File: config.mk
export PLATFORM = sky130hd
export DESIGN_NAME = ordered_list_insert_delete_core
export DESIGN_NICKNAME = d
export VERILOG_FILES = /design/src/rtl/olid_pkg.sv /design/src/rtl/olid_mem.sv /design/src/rtl/ordered_list_insert_delete_core.sv
export SDC_FILE = /design/constraint.sdc
export NUM_CORES = 1
export LEC_CHECK = 0
export CAP_MARGIN = 30
export CELL_PAD_IN_SITES_DETAIL_PLACEMENT = 0
export CELL_PAD_IN_SITES_GLOBAL_PLACEMENT = 1
export CORE_ASPECT_RATIO = 2
export CORE_MARGIN = 1.5
export CORE_UTILIZATION = 60
export DETAILED_ROUTE_END_ITERATION = 10
export DONT_BUFFER_PORTS = 1
export HOLD_SLACK_MARGIN = 0.03
export PLACE_DENSITY = 0.87
export SLEW_MARGIN = 20
export SYNTH_ARGS = -nofsm -noshare
export SYNTH_HDL_FRONTEND = slang
export SYNTH_SLANG_ARGS = --single-unit
export TNS_END_PERCENT = 10
File: constraint.sdc
create_clock -name clk_i -period 9.25 [get_ports clk_i]
set_clock_uncertainty 0.15 [all_clocks]
set_input_delay 1.85 -clock clk_i [delete_from_list [all_inputs] [get_ports clk_i]]
set_output_delay 1.85 -clock clk_i [all_outputs]
set_load 0.01 [all_outputs]
File: src/rtl/olid_pkg.sv
package olid_pkg;

  localparam int unsigned CMD_W    = 2;
  localparam int unsigned STATUS_W = 2;
  localparam int unsigned VAL_W    = 32;

  typedef enum logic [CMD_W-1:0] {
    CMD_INS_FRONT = 2'd0,
    CMD_INS_BACK  = 2'd1,
    CMD_DELETE    = 2'd2,
    CMD_READOUT   = 2'd3
  } cmd_e;

  typedef enum logic [STATUS_W-1:0] {
    ST_OK       = 2'd0,
    ST_EMPTY    = 2'd1,
    ST_NOTFOUND = 2'd2,
    ST_FULL     = 2'd3
  } status_e;

  typedef enum logic [2:0] {
    S_IDLE,
    S_RESP,
    S_SCAN_RD,
    S_SCAN_CMP,
    S_SH_RD,
    S_SH_WR,
    S_RO_RD,
    S_RO_DATA
  } state_e;

endpackage

File: src/rtl/olid_mem.sv
module olid_mem
  import olid_pkg::*;
#(
  parameter int unsigned DEPTH = 32
) (
  input  logic                     clk_i,
  input  logic                     we_i,
  input  logic [$clog2(DEPTH)-1:0] waddr_i,
  input  logic [VAL_W-1:0]         wdata_i,
  input  logic                     re_i,
  input  logic [$clog2(DEPTH)-1:0] raddr_i,
  output logic [VAL_W-1:0]         rdata_o
);

  logic [VAL_W-1:0] mem_q [DEPTH];
  logic [VAL_W-1:0] rdata_q;

  always_ff @(posedge clk_i) begin
    if (we_i) begin
      mem_q[waddr_i] <= wdata_i;
    end
  end

  // read data holds until the next read
  always_ff @(posedge clk_i) begin
    if (re_i) begin
      rdata_q <= mem_q[raddr_i];
    end
  end

  assign rdata_o = rdata_q;

endmodule

File: src/rtl/ordered_list_insert_delete_core.sv
// channel   dir  tdata             tuser          tlast
// s_axis    in   [31:0] value      [1:0] cmd      -
// m_axis    out  [31:0] element    [1:0] status   last result of the command
//
// the list sits in a circular buffer with a single read and a single write port;
// the read port sets the pace. insert writes on acceptance, then sends a status beat.
// delete scans entries up to the match (all if none), moves each entry behind it one
// place forward, then sends a status beat; read out reads and sends each entry in turn.
// one shared unit maps a list position to a buffer address and one comparator
// checks entries; no command is taken until the last result beat has been loaded.
// a stalled result beat holds the sequencer; reset empties the list at once.
module ordered_list_insert_delete_core
  import olid_pkg::*;
#(
  parameter int unsigned CAPACITY = 32
) (
  input  logic                clk_i,
  input  logic                rst_ni,
  input  logic                s_axis_tvalid,
  output logic                s_axis_tready,
  input  logic [VAL_W-1:0]    s_axis_tdata,   // [31:0] value
  input  logic [CMD_W-1:0]    s_axis_tuser,   // [1:0] cmd
  output logic                m_axis_tvalid,
  input  logic                m_axis_tready,
  output logic [VAL_W-1:0]    m_axis_tdata,   // [31:0] element
  output logic [STATUS_W-1:0] m_axis_tuser,   // [1:0] status
  output logic                m_axis_tlast
);

  localparam int unsigned AW = $clog2(CAPACITY);
  localparam int unsigned CW = $clog2(CAPACITY + 1);
  localparam logic [AW:0]   CAP_A = (AW+1)'(CAPACITY);
  localparam logic [CW-1:0] CAP_C = CW'(CAPACITY);
  localparam logic [AW-1:0] LAST_A = AW'(CAPACITY - 1);

  state_e state_q, state_d;

  logic [CW-1:0]       count_q, count_d;
  logic [AW-1:0]       head_q, head_d;
  logic [CW-1:0]       idx_q, idx_d;
  logic [VAL_W-1:0]    value_q, value_d;
  status_e             status_q, status_d;

  logic                m_valid_q, m_valid_d;
  logic [VAL_W-1:0]    m_data_q, m_data_d;
  logic [STATUS_W-1:0] m_user_q, m_user_d;
  logic                m_last_q, m_last_d;

  logic                accept;
  logic                out_free;
  logic [CW-1:0]       idx_inc;
  logic                full;
  logic [CW-1:0]       log_idx;
  logic [AW:0]         addr_sum;
  logic [AW-1:0]       phys_addr;
  logic [AW-1:0]       head_dec;
  logic                hit;

  logic                mem_we, mem_re;
  logic [AW-1:0]       mem_waddr;
  logic [VAL_W-1:0]    mem_wdata;
  logic [VAL_W-1:0]    mem_rdata;

  assign accept   = s_axis_tvalid && s_axis_tready;
  assign out_free = !m_valid_q || m_axis_tready;
  assign idx_inc  = idx_q + CW'(1);
  assign full     = (count_q == CAP_C);
  assign head_dec = (head_q == '0) ? LAST_A : head_q - AW'(1);
  assign hit      = (mem_rdata == value_q);

  // shared position to address unit
  always_comb begin
    case (state_q)
      S_IDLE:  log_idx = count_q;
      S_SH_RD: log_idx = idx_inc;
      default: log_idx = idx_q;
    endcase
  end

  assign addr_sum  = {1'b0, head_q} + (AW+1)'(log_idx);
  assign phys_addr = (addr_sum >= CAP_A) ? AW'(addr_sum - CAP_A) : addr_sum[AW-1:0];

  olid_mem #(
    .DEPTH (CAPACITY)
  ) u_mem (
    .clk_i   (clk_i),
    .we_i    (mem_we),
    .waddr_i (mem_waddr),
    .wdata_i (mem_wdata),
    .re_i    (mem_re),
    .raddr_i (phys_addr),
    .rdata_o (mem_rdata)
  );

  // next state
  always_comb begin
    state_d = state_q;
    case (state_q)
      S_IDLE: begin
        if (s_axis_tvalid) begin
          case (cmd_e'(s_axis_tuser))
            CMD_DELETE:  state_d = (count_q == '0) ? S_RESP : S_SCAN_RD;
            CMD_READOUT: state_d = (count_q == '0) ? S_RESP : S_RO_RD;
            default:     state_d = S_RESP;
          endcase
        end
      end
      S_RESP:     if (out_free) state_d = S_IDLE;
      S_SCAN_RD:  state_d = S_SCAN_CMP;
      S_SCAN_CMP: begin
        if (hit) begin
          state_d = S_SH_RD;
        end else if (idx_inc == count_q) begin
          state_d = S_RESP;
        end else begin
          state_d = S_SCAN_RD;
        end
      end
      S_SH_RD:    state_d = (idx_inc == count_q) ? S_RESP : S_SH_WR;
      S_SH_WR:    state_d = S_SH_RD;
      S_RO_RD:    state_d = S_RO_DATA;
      S_RO_DATA: begin
        if (out_free) begin
          state_d = (idx_inc == count_q) ? S_IDLE : S_RO_RD;
        end
      end
      default:    state_d = S_IDLE;
    endcase
  end

  // datapath and memory control
  always_comb begin
    s_axis_tready = 1'b0;
    mem_we    = 1'b0;
    mem_re    = 1'b0;
    mem_waddr = phys_addr;
    mem_wdata = s_axis_tdata;
    count_d   = count_q;
    head_d    = head_q;
    idx_d     = idx_q;
    value_d   = value_q;
    status_d  = status_q;
    m_valid_d = m_valid_q && !m_axis_tready;
    m_data_d  = m_data_q;
    m_user_d  = m_user_q;
    m_last_d  = m_last_q;
    case (state_q)
      S_IDLE: begin
        s_axis_tready = 1'b1;
        if (s_axis_tvalid) begin
          value_d  = s_axis_tdata;
          idx_d    = '0;
          status_d = ST_OK;
          case (cmd_e'(s_axis_tuser))
            CMD_INS_FRONT: begin
              if (full) begin
                status_d = ST_FULL;
              end else begin
                mem_we    = 1'b1;
                mem_waddr = head_dec;
                head_d    = head_dec;
                count_d   = count_q + CW'(1);
              end
            end
            CMD_INS_BACK: begin
              if (full) begin
                status_d = ST_FULL;
              end else begin
                mem_we  = 1'b1;
                count_d = count_q + CW'(1);
              end
            end
            default: begin
              if (count_q == '0) status_d = ST_EMPTY;
            end
          endcase
        end
      end
      S_RESP: begin
        if (out_free) begin
          m_valid_d = 1'b1;
          m_data_d  = '0;
          m_user_d  = status_q;
          m_last_d  = 1'b1;
        end
      end
      S_SCAN_RD: mem_re = 1'b1;
      S_SCAN_CMP: begin
        if (!hit) begin
          idx_d = idx_inc;
          if (idx_inc == count_q) status_d = ST_NOTFOUND;
        end
      end
      S_SH_RD: begin
        if (idx_inc == count_q) begin
          count_d  = count_q - CW'(1);
          status_d = ST_OK;
        end else begin
          mem_re = 1'b1;
        end
      end
      S_SH_WR: begin
        // close the gap: entry behind moves one place forward
        mem_we    = 1'b1;
        mem_wdata = mem_rdata;
        idx_d     = idx_inc;
      end
      S_RO_RD: mem_re = 1'b1;
      S_RO_DATA: begin
        if (out_free) begin
          m_valid_d = 1'b1;
          m_data_d  = mem_rdata;
          m_user_d  = ST_OK;
          m_last_d  = (idx_inc == count_q);
          idx_d     = idx_inc;
        end
      end
      default: ;
    endcase
  end

  always_ff @(posedge clk_i or negedge rst_ni) begin
    if (!rst_ni) begin
      state_q   <= S_IDLE;
      count_q   <= '0;
      head_q    <= '0;
      m_valid_q <= 1'b0;
    end else begin
      state_q   <= state_d;
      count_q   <= count_d;
      head_q    <= head_d;
      m_valid_q <= m_valid_d;
    end
  end

  always_ff @(posedge clk_i) begin
    idx_q    <= idx_d;
    value_q  <= value_d;
    status_q <= status_d;
    m_data_q <= m_data_d;
    m_user_q <= m_user_d;
    m_last_q <= m_last_d;
  end

  assign m_axis_tvalid = m_valid_q;
  assign m_axis_tdata  = m_data_q;
  assign m_axis_tuser  = m_user_q;
  assign m_axis_tlast  = m_last_q;

`ifndef SYNTHESIS
  a_count_bound: assert property (@(posedge clk_i) disable iff (!rst_ni)
    count_q <= CAP_C)
    else $error("list count beyond capacity");

  a_head_bound: assert property (@(posedge clk_i) disable iff (!rst_ni)
    head_q <= LAST_A)
    else $error("head pointer out of range");

  a_ins_grows: assert property (@(posedge clk_i) disable iff (!rst_ni)
    accept && (s_axis_tuser == CMD_INS_BACK) && !full
    |=> count_q == $past(count_q) + CW'(1))
    else $error("insert did not grow the list");

  a_del_empty: assert property (@(posedge clk_i) disable iff (!rst_ni)
    accept && (s_axis_tuser == CMD_DELETE) && (count_q == '0)
    |=> (state_q == S_RESP) && (status_q == ST_EMPTY))
    else $error("delete on empty list not reported");
`endif

endmodule
==> reports/qor.csv, run 1 <==
metric;value;unit
status;finished clean;
clockBufferDepth;3;
r2r_end;u_mem.mem_q[24][31];
yosys_warnings;0;
cts.sinks;1146;
r2r_slack;3.24;ns
ys_types;51;
grt.overflow.total;0;
cap_viol_max_count;0;
grt_start_max_net_pins;131;
min_path_type;flip-flop to flip-flop;
cp-endpoint;u_mem.mem_q[24][31];
post-place-ws;3.17;ns
max_freq;166;MHz
ant_nets;0;
wl_per_cell;32.7;µm
critPathLaunchType;flip-flop;
ys_top_cells_by_area;edfxtp_1 (74%), mux4_2 (13%), mux2i_1 (3.0%);
fin_ws;3.24;ns
cp_max_fo;130;
synth-edff-count;1131;
r2r-start;state_q[0];
clk-insertion-delay-late;0.69;ns
drc;0;
syn_nets;2328;
synth_ff_type;edfxtp_1;
cts_tree;yes;
syn_area;0.0456;mm²
hold_viol;0;
cts_resized;0;
synth_seq_area_share;75.3;%
drt_iter0_drc;2512;
final_util;67.5;%
die_w;198;µm
postCtsSetupBuffers;0;
die-height;393;µm
rows;142;
crit_start;state_q[0];
routabilityCongestion;0.835;
syn_area_per_cell;20.0;µm²
finalSetupViolations;0;
num_vias;23000;
crit_arrival;6.18;ns
placement.io_buffers;0;
slew_viol_final;0;
fin_crit;6.01;ns
fin_crit_sh;65.0;%
rsz0062_at_grt;no;
synth_top_area_cell;edfxtp_1;
core_area;0.0752;mm²
design.portCount;75;
rr_worst_depth;15;
area_delta_synth_final;11.2;%
cts_root_buffer;clkbuf_16;
synth_seq_cells;1146;
nets;2386;
cp-end-kind;flip-flop;
wl;112000;µm
antenna_found_initial;3;
grt_pass1_wl;162000;µm
fin_tns_setup;0;ns
worst_hold_slack;0.458;ns
tightest_slew;1.15;ns
drive_above_1_share;23.4;%
cts.clk_slew.worst_paths;0.07;ns
hold_buffers;0;
die-area;0.0778;mm²
syn-instance-count;2278;
synth_top_cell_area_share;74.5;%
numCtsBuffers;94;
floorplan.initialDensity;60.7;%
track_usage;29.8;%
path_class;flip-flop to flip-flop;
firstDrtPassIters;5;
grt_pass1_vias;23600;
slew_headroom;23.3;%
via_per_inst;6.70;
place_hpwl;65900;µm
htreeDepth;3;
async_flop_share;1.31;%
required;9.41;ns
-- cell usage in the layout, fill, tap and decap left out, drive strengths merged, types with 3 or more instances in the layout --
cell type,count
edfxtp,1131
mux4,256
a21oi,15
and2,35
nand2b,3
inv,22
clkinv,43
ha,10
nor2b,6
nor2,280
o22ai,4
nand3,6
nor3,39
xnor2,50
a21o,4
dfrtp,15
nand2,23
xor2,7
mux2,39
nor4,3
and3,3
o21ai,8
buf,79
clkbuf,105
mux2i,138
a22oi,4
bufinv,18
nand4,9
diode,5
and4,33
-- kinds of logic (layout without fill, tap and decap cells) --
logic type               after synthesis  count (layout)  share of synthesized area (%)
other                                  0               5                              0
multiplexers                         433             433                           16.6
buffers and inverters                133             269                           1.19
flip-flops                          1146            1146                           75.3
adder cells (fa/ha/maj)               12              12                          0.362
AO/OA/AOI/OAI                         50              50                          0.727
XOR/XNOR                              58              58                           1.14
AND/OR/NAND/NOR                      446             446                           4.66
-- cells in the mapped netlist, drive strengths merged (3+ instances only) --
master,instances
mux4,256
xor2,7
nand4,9
a21oi,15
nor2,280
xnor2,50
nor2b,6
nor4,3
o22ai,4
buf,48
nand3,6
edfxtp,1131
and3,3
a22oi,4
and4,33
mux2,39
inv,16
o21ai,8
a21o,4
nand2,23
and2,35
ha,10
nand2b,3
dfrtp,15
clkbuf,69
mux2i,138
nor3,39
-- worst max-delay path, cell delays in order, from the launching register on --
cell and delay [ns]:
dfrtp_1 0.60, nor2_1 0.48, nor2_1 0.08, a21oi_1 0.25, ha_4 0.18, inv_1 0.06
fa_4 0.49, nand2b_1 0.16, a21oi_1 0.17, xnor2_1 0.18, xnor2_2 0.16, buf_12 0.73
a21oi_2 0.28, buf_6 0.26, nor3_2 0.73, buf_4 0.56
-- state kept, by name (all words and copies together) (netlist names) --
signal,count
value_q,32
m_axis_tvalid,1
head_q,5
m_axis_tuser,2
u_mem.mem_q,1024
state_q,3
m_axis_tdata,32
status_q,2
m_axis_tlast,1
count_q,6
u_mem.rdata_o,32
idx_q,6
-- per-stage QoR --
stage | instance area [µm²] | std cells
after global routing | 50700 | 3422
after detailed placement | 47400 | 3244
after floorplan | 45600 | 2278
final | 50700 | 3427
after CTS | 50600 | 3418
after global placement | 47200 | 3237
-- worst min-delay path by stage --
stage / start / to / slack [ns] / depth (start not counted)
global route: status_q[1] / m_axis_tuser[1] / 0.47 / 1
finish: u_mem.rdata_o[4] / m_axis_tdata[4] / 0.46 / 1
CTS: status_q[1] / m_axis_tuser[1] / 0.46 / 1
detailed placement: status_q[1] / m_axis_tuser[1] / 0.43 / 1
floorplan: status_q[0] / m_axis_tuser[0] / 0.36 / 1
global placement: u_mem.rdata_o[5] / m_axis_tdata[5] / 0.45 / 1
-- layer usage --
metal  GRT usage (%)  share of wire [%]  vias to the layer above
met5               0                  0                        -
met3            6.29                9.2                      324
met2            51.6                 53                     1383
met4            14.2                5.2                        0
li1                -                  -                     9275
met1            35.7                 33                    12000
-- area by class of cell --
| type | count | area, µm² |
|---|---|---|
| diodes | 5 | 12.5 |
| clock buffers | 105 | 2410 |
| clock inverters | 69 | 821 |
| fillers | 4563 | 24500 |
| inverters | 16 | 60.1 |
| multi-input cells | 999 | 11000 |
| flip-flops and latches | 1146 | 34300 |
| well taps | 1008 | 1260 |
| repair buffers | 79 | 790 |
Power of run 1 is not shown: default switching activity piles up to over one toggle a cycle in this logic, so the estimate is an artifact.
==> run 2, diff against run 1 <==
--- a/config.mk
+++ b/config.mk
@@ -10,11 +10,11 @@
 export CELL_PAD_IN_SITES_GLOBAL_PLACEMENT = 1
 export CORE_ASPECT_RATIO = 2
 export CORE_MARGIN = 1.5
-export CORE_UTILIZATION = 60
+export CORE_UTILIZATION = 56
 export DETAILED_ROUTE_END_ITERATION = 10
 export DONT_BUFFER_PORTS = 1
 export HOLD_SLACK_MARGIN = 0.03
-export PLACE_DENSITY = 0.87
+export PLACE_DENSITY = 0.82
 export SLEW_MARGIN = 20
 export SYNTH_ARGS = -nofsm -noshare
 export SYNTH_HDL_FRONTEND = slang
==> constraint.sdc (replaced) <==
create_clock -name clk_i -period 5.8 [get_ports clk_i]
set_clock_uncertainty 0.15 [all_clocks]
set_input_delay 1.16 -clock clk_i [delete_from_list [all_inputs] [get_ports clk_i]]
set_output_delay 1.16 -clock clk_i [all_outputs]
set_load 0.01 [all_outputs]
==> run 2 against run 1 <==
Against the previous run: global-route usage down 2.5 points; non-clock buffer count up 10; worst hold slack worse by 0.018 ns; worst setup slack worse by 2.2 ns; via count down 1.5%; maximum frequency up 26%; register-to-register slack worse by 2.2 ns; critical path depth down 4; routed wire length down 1.4%; sequential cell count unchanged; final cell count up 1.2%; die area up 7.1%; critical endpoint is now u_mem.mem_q[24][8]; largest cell class unchanged.
==> reports/qor.csv, run 2 (synthesis results as in run 1) <==
metric;value;unit;change
clockBufferDepth;3;;unchanged
status;finished clean;;
grt.overflow.total;0;;unchanged
slew_viol_final;0;;unchanged
grt_pass1_wl;159000;µm;-1.6%
rows;147;;+3.5%
largest-register;u_mem.mem_q;;
path_cells;nor2_1 > nor2_1 > a21oi_1 > ha_4 > inv_1 > fa_4 > inv_1 > o2bb2ai_1 > nand2_1 > nor3_2 > buf_4;;
floorplan.initialDensity;56.7;%;-3.9 points
antenna_found_initial;6;;+3
placement.io_buffers;0;;unchanged
cap_viol_max_count;0;;unchanged
grt_start_max_net_pins;93;;-29%
wl;110000;µm;-1.4%
crit_arrival;4.92;ns;-1.26 ns
core_area;0.0804;mm²;+6.9%
required;5.94;ns;-3.47 ns
num_vias;22600;;-1.5%
via_per_inst;6.52;;-2.7%
hold_start;s_axis_tdata[26];;
routabilityCongestion;0.833;;-0.32%
drive_above_1_share;23.4;%;-0.058 points
drt_iter0_drc;2584;;+2.9%
grt_pass1_vias;23500;;-0.53%
cp_max_fo;32;;-75%
path_class;flip-flop to flip-flop;;
fin_crit;4.77;ns;-1.24 ns
min_path_type;primary input to flip-flop;;
cts_resized;0;;unchanged
place_hpwl;67000;µm;+1.7%
multi_input_area;0.0110;mm²;about the same
finalSetupViolations;0;;unchanged
crit_start;state_q[1];;
rsz0062_at_grt;no;;
final_common_cell;edfxtp_1;;
htreeDepth;3;;unchanged
ant_nets;0;;unchanged
layout_common_cells;edfxtp_1 (1131), nor2_1 (279), mux4_2 (256), mux2i_1 (134), clkbuf_16 (94);;
largest_reg_flops;1024;;unchanged
drc;0;;unchanged
cts_root_buffer;clkbuf_16;;
fin_crit_sh;82.3;%;+17 points
die-height;407;µm;+3.5%
fin_tns_setup;0;ns;unchanged
worst_hold_slack;0.439;ns;-0.0184 ns
cts_tree;yes;;
cp-end-kind;flip-flop;;
slowest_delay;1.13;ns;+0.40 ns
wl_per_cell;31.8;µm;-2.6%
postCtsSetupBuffers;0;;unchanged
clk-insertion-delay-late;0.67;ns;-0.02 ns
layout.area.seq;0.0343;mm²;unchanged
max_freq;209;MHz;+26%
r2r-start;state_q[1];;
hold_viol;0;;unchanged
critPathLaunchType;flip-flop;;
cp_slowest_cell;fa_4;;
nets;2393;;+0.29%
numCtsBuffers;91;;-3.2%
firstDrtPassIters;8;;+3
design.portCount;75;;unchanged
die_w;205;µm;+3.5%
area_delta_synth_final;11.0;%;
die-area;0.0833;mm²;+7.1%
n_fill_cell;5264;;+15%
tightest_slew;0.861;ns;-0.290 ns
hold_buffers;1;;+1
track_usage;27.3;%;-2.5 points
cts.clk_slew.worst_paths;0.07;ns;about the same
slew_headroom;42.6;%;+19 points
cts.sinks;1146;;unchanged
[run 2: per-stage QoR]
step	setup slack, ns	cells	instance area, µm²	utilization (%)
CTS	1.03	3462	50600	63.0
global placement	0.930	3288	47500	59.1
finish	1.03	3468	50600	63.0
detailed placement	1.05	3291	47500	59.2
floorplan	-0.463	2278	45600	-
global route	0.760	3466	50600	63.0
[run 2: critical path, delay by kind of cell, from the launching register on]
family / cells / cell delay [ns]
DFF: 1 / 0.52
AOI/OAI and AO/OA: 2 / 0.44
and+or+nand+nor: 4 / 1.16
buffers and inverters: 3 / 0.79
adders and majority gates: 2 / 1.31
[run 2: final timing paths]
check | to | slack [ns] | cells after the start
max | u_mem.mem_q[24][8] | 1.03 | 11
min | value_q[26] | 0.44 | 0
max reg2reg | u_mem.mem_q[24][8] | 1.03 | 11
min reg2reg | head_q[2] | 0.48 | 1
max in group asynchronous | head_q[2] | 4.12 | 1
min in group asynchronous | m_axis_tvalid | 0.88 | 1
[run 2: layer usage]
metal / up-vias / part of all wire [%] / track usage (%)
li1: 9292 / - / -
met1: 11900 / 33 / 31.5
met2: 1112 / 54 / 48.7
met3: 285 / 7.8 / 5.26
met4: 8 / 4.8 / 12.7
met5: - / 0.049 / 0
[run 2: layout make-up]
type / count / area share, %
sequential: 1146 / 67.8
multi-input combinational: 999 / 21.7
clock buffer: 108 / 4.75
tap: 1043 / 2.58
timing repair buffer: 89 / 1.70
clock inverter: 62 / 1.27
inverter: 16 / 0.119
antenna: 5 / 0.0247
Power of run 2 is left out for the same reason.
==> run 3, diff against run 2 <==
==> constraint.sdc (replaced) <==
create_clock -name clk_i -period 4.9 [get_ports clk_i]
set_clock_uncertainty 0.15 [all_clocks]
set_input_delay 0.98 -clock clk_i [delete_from_list [all_inputs] [get_ports clk_i]]
set_output_delay 0.98 -clock clk_i [all_outputs]
set_load 0.01 [all_outputs]
==> run 3 against run 2 <==
Against the previous run: global-route usage up 1.1 points; final cell count grew 0.87%; sequential cell count unchanged; first-iteration DRC count shrank 0.39%; design area rose by 1.3%; highest routed layer unchanged.
==> reports/qor.csv, run 3 (synthesis results as in run 1) <==
metric;value;unit;change
layout.area.seq;0.0343;mm²;unchanged
die_w;205;µm;unchanged
path_class;flip-flop to flip-flop;;
hold_viol;0;;unchanged
cts_root_buffer;clkbuf_16;;
slew_viol_final;0;;unchanged
max_freq;219;MHz;+4.6%
post-place-ws;0.402;ns;-0.646 ns
cts_resized;0;;unchanged
largest-register;u_mem.mem_q;;
routabilityCongestion;0.857;;+3.0%
n_fill_cell;5117;;-2.8%
via_per_inst;6.57;;+0.62%
die-height;407;µm;unchanged
grt_pass1_vias;24100;;+2.4%
core_area;0.0804;mm²;unchanged
clockBufferDepth;3;;unchanged
crit_arrival;4.85;ns;-0.07 ns
hold_buffers;1;;unchanged
status;finished clean;;
numCtsBuffers;90;;-1.1%
cts_tree;yes;;
drive_above_1_share;24.4;%;+1.0 points
area_delta_synth_final;12.4;%;
cp_common_cell;a21oi_1;;
finalSetupViolations;0;;unchanged
antenna_found_initial;5;;-1
critPathLaunchType;flip-flop;;
grt_start_max_net_pins;129;;+39%
slowest_delay;0.73;ns;-0.40 ns
clk-insertion-delay-late;0.68;ns;about the same
fin_crit_sh;93.1;%;+11 points
firstDrtPassIters;5;;-3
wl_per_cell;32.7;µm;+2.7%
cp-end-kind;flip-flop;;
rows;147;;unchanged
fin_ws;0.338;ns;-0.689 ns
path_cells;nor2_1 > buf_4 > a21oi_1 > ha_4 > inv_1 > fa_4 > nand2b_1 > a21oi_1 > xnor2_1 > xnor2_2 > buf_12 > mux2i_1 > and4_1;;
tightest_slew;1.18;ns;+0.318 ns
num_vias;23000;;+1.5%
grt_pass1_wl;164000;µm;+3.2%
design.portCount;75;;unchanged
layout_common_cells;edfxtp_1 (1131), nor2_1 (279), mux4_2 (256), mux2i_1 (134), clkbuf_16 (92);;
htreeDepth;3;;unchanged
wl;114000;µm;+3.6%
largest_reg_flops;1024;;unchanged
floorplan.initialDensity;56.7;%;unchanged
grt.overflow.total;0;;unchanged
placement.io_buffers;0;;unchanged
postCtsSetupBuffers;0;;unchanged
final_common_cell;edfxtp_1;;
drt_iter0_drc;2574;;-0.39%
cp_slowest_cell;buf_12;;
cts.clk_slew.worst_paths;0.07;ns;about the same
cp_max_fo;128;;+300%
cap_viol_max_count;0;;unchanged
drc;0;;unchanged
multi_input_area;0.0111;mm²;+1.2%
min_path_type;primary input to flip-flop;;
cts.sinks;1146;;unchanged
fin_crit;4.56;ns;-0.211 ns
ant_nets;0;;unchanged
place_hpwl;70500;µm;+5.2%
die-area;0.0833;mm²;unchanged
rsz0062_at_grt;no;;
nets;2432;;+1.6%
required;5.19;ns;-0.75 ns
track_usage;28.4;%;+1.1 points
slew_headroom;21.4;%;-21 points
==> run 3: cell count changes in the layout (fill, tap and decap cells not counted), sizes merged <==
cell	delta
clkinv	-8
clkinvlp	+4
buf	+40
bufinv	-1
diode	-1
inv	-4
==> run 3: final timing paths <==
path | startpoint | end | slack (ns) | depth (start not counted)
min reg2reg | status_q[1] | m_axis_tuser[1] | 0.40 | 1
min | s_axis_tdata[1] | value_q[1] | 0.24 | 0
max reg2reg | state_q[1] | u_mem.rdata_o[11] | 0.34 | 13
min in group asynchronous | rst_ni | m_axis_tvalid | 0.70 | 1
max | state_q[1] | u_mem.rdata_o[11] | 0.34 | 13
max in group asynchronous | rst_ni | count_q[3] | 3.34 | 1
==> run 3: metal layers <==
layer | routed length [µm] | vias up | GRT usage [%]
li1 | - | 9378 | -
met1 | 38600 | 12200 | 32.9
met2 | 61700 | 1123 | 50.5
met3 | 8340 | 308 | 5.15
met4 | 5720 | 4 | 13.6
met5 | 25 | - | 0
==> run 3: worst max-delay path: cells and delay by family, from the launching register on <==
family | cells | cell delay [ns]
AO/OA/AOI/OAI | 2 | 0.41
multiplexers | 1 | 0.23
adder cells (fa/ha/maj) | 2 | 0.68
XOR/XNOR | 2 | 0.43
flip-flops | 1 | 0.61
AND/OR/NAND/NOR | 3 | 0.54
buffers and inverters | 3 | 0.97
==> run 3: cell type report <==
| type | instances | share of cell area (%) |
|---|---|---|
| Inverter | 16 | 0.117 |
| Antenna cell | 4 | 0.0195 |
| Clock inverter | 53 | 1.05 |
| Multi-Input combinational cell | 999 | 21.7 |
| Tap cell | 1043 | 2.54 |
| Clock buffer | 108 | 4.61 |
| Timing Repair Buffer | 129 | 2.96 |
| Sequential cell | 1146 | 67.0 |
==> run 3: metrics by stage <==
step / area (µm²) / hold slack [ns] / util, % / setup TNS (ns) / std cells
3_3_place_gp: 48300 / 0.395 / 60.1 / 0 / 3329
4_1_cts: 51200 / 0.201 / 63.8 / 0 / 3493
5_1_grt: 51300 / 0.219 / 63.8 / 0 / 3496
6_report: 51300 / 0.238 / 63.8 / 0 / 3498
2_1_floorplan: 45700 / 0.359 / - / -305.50 / 2278
3_5_place_dp: 48300 / 0.387 / 60.1 / 0 / 3331
Power of run 3 is left out for the same reason.
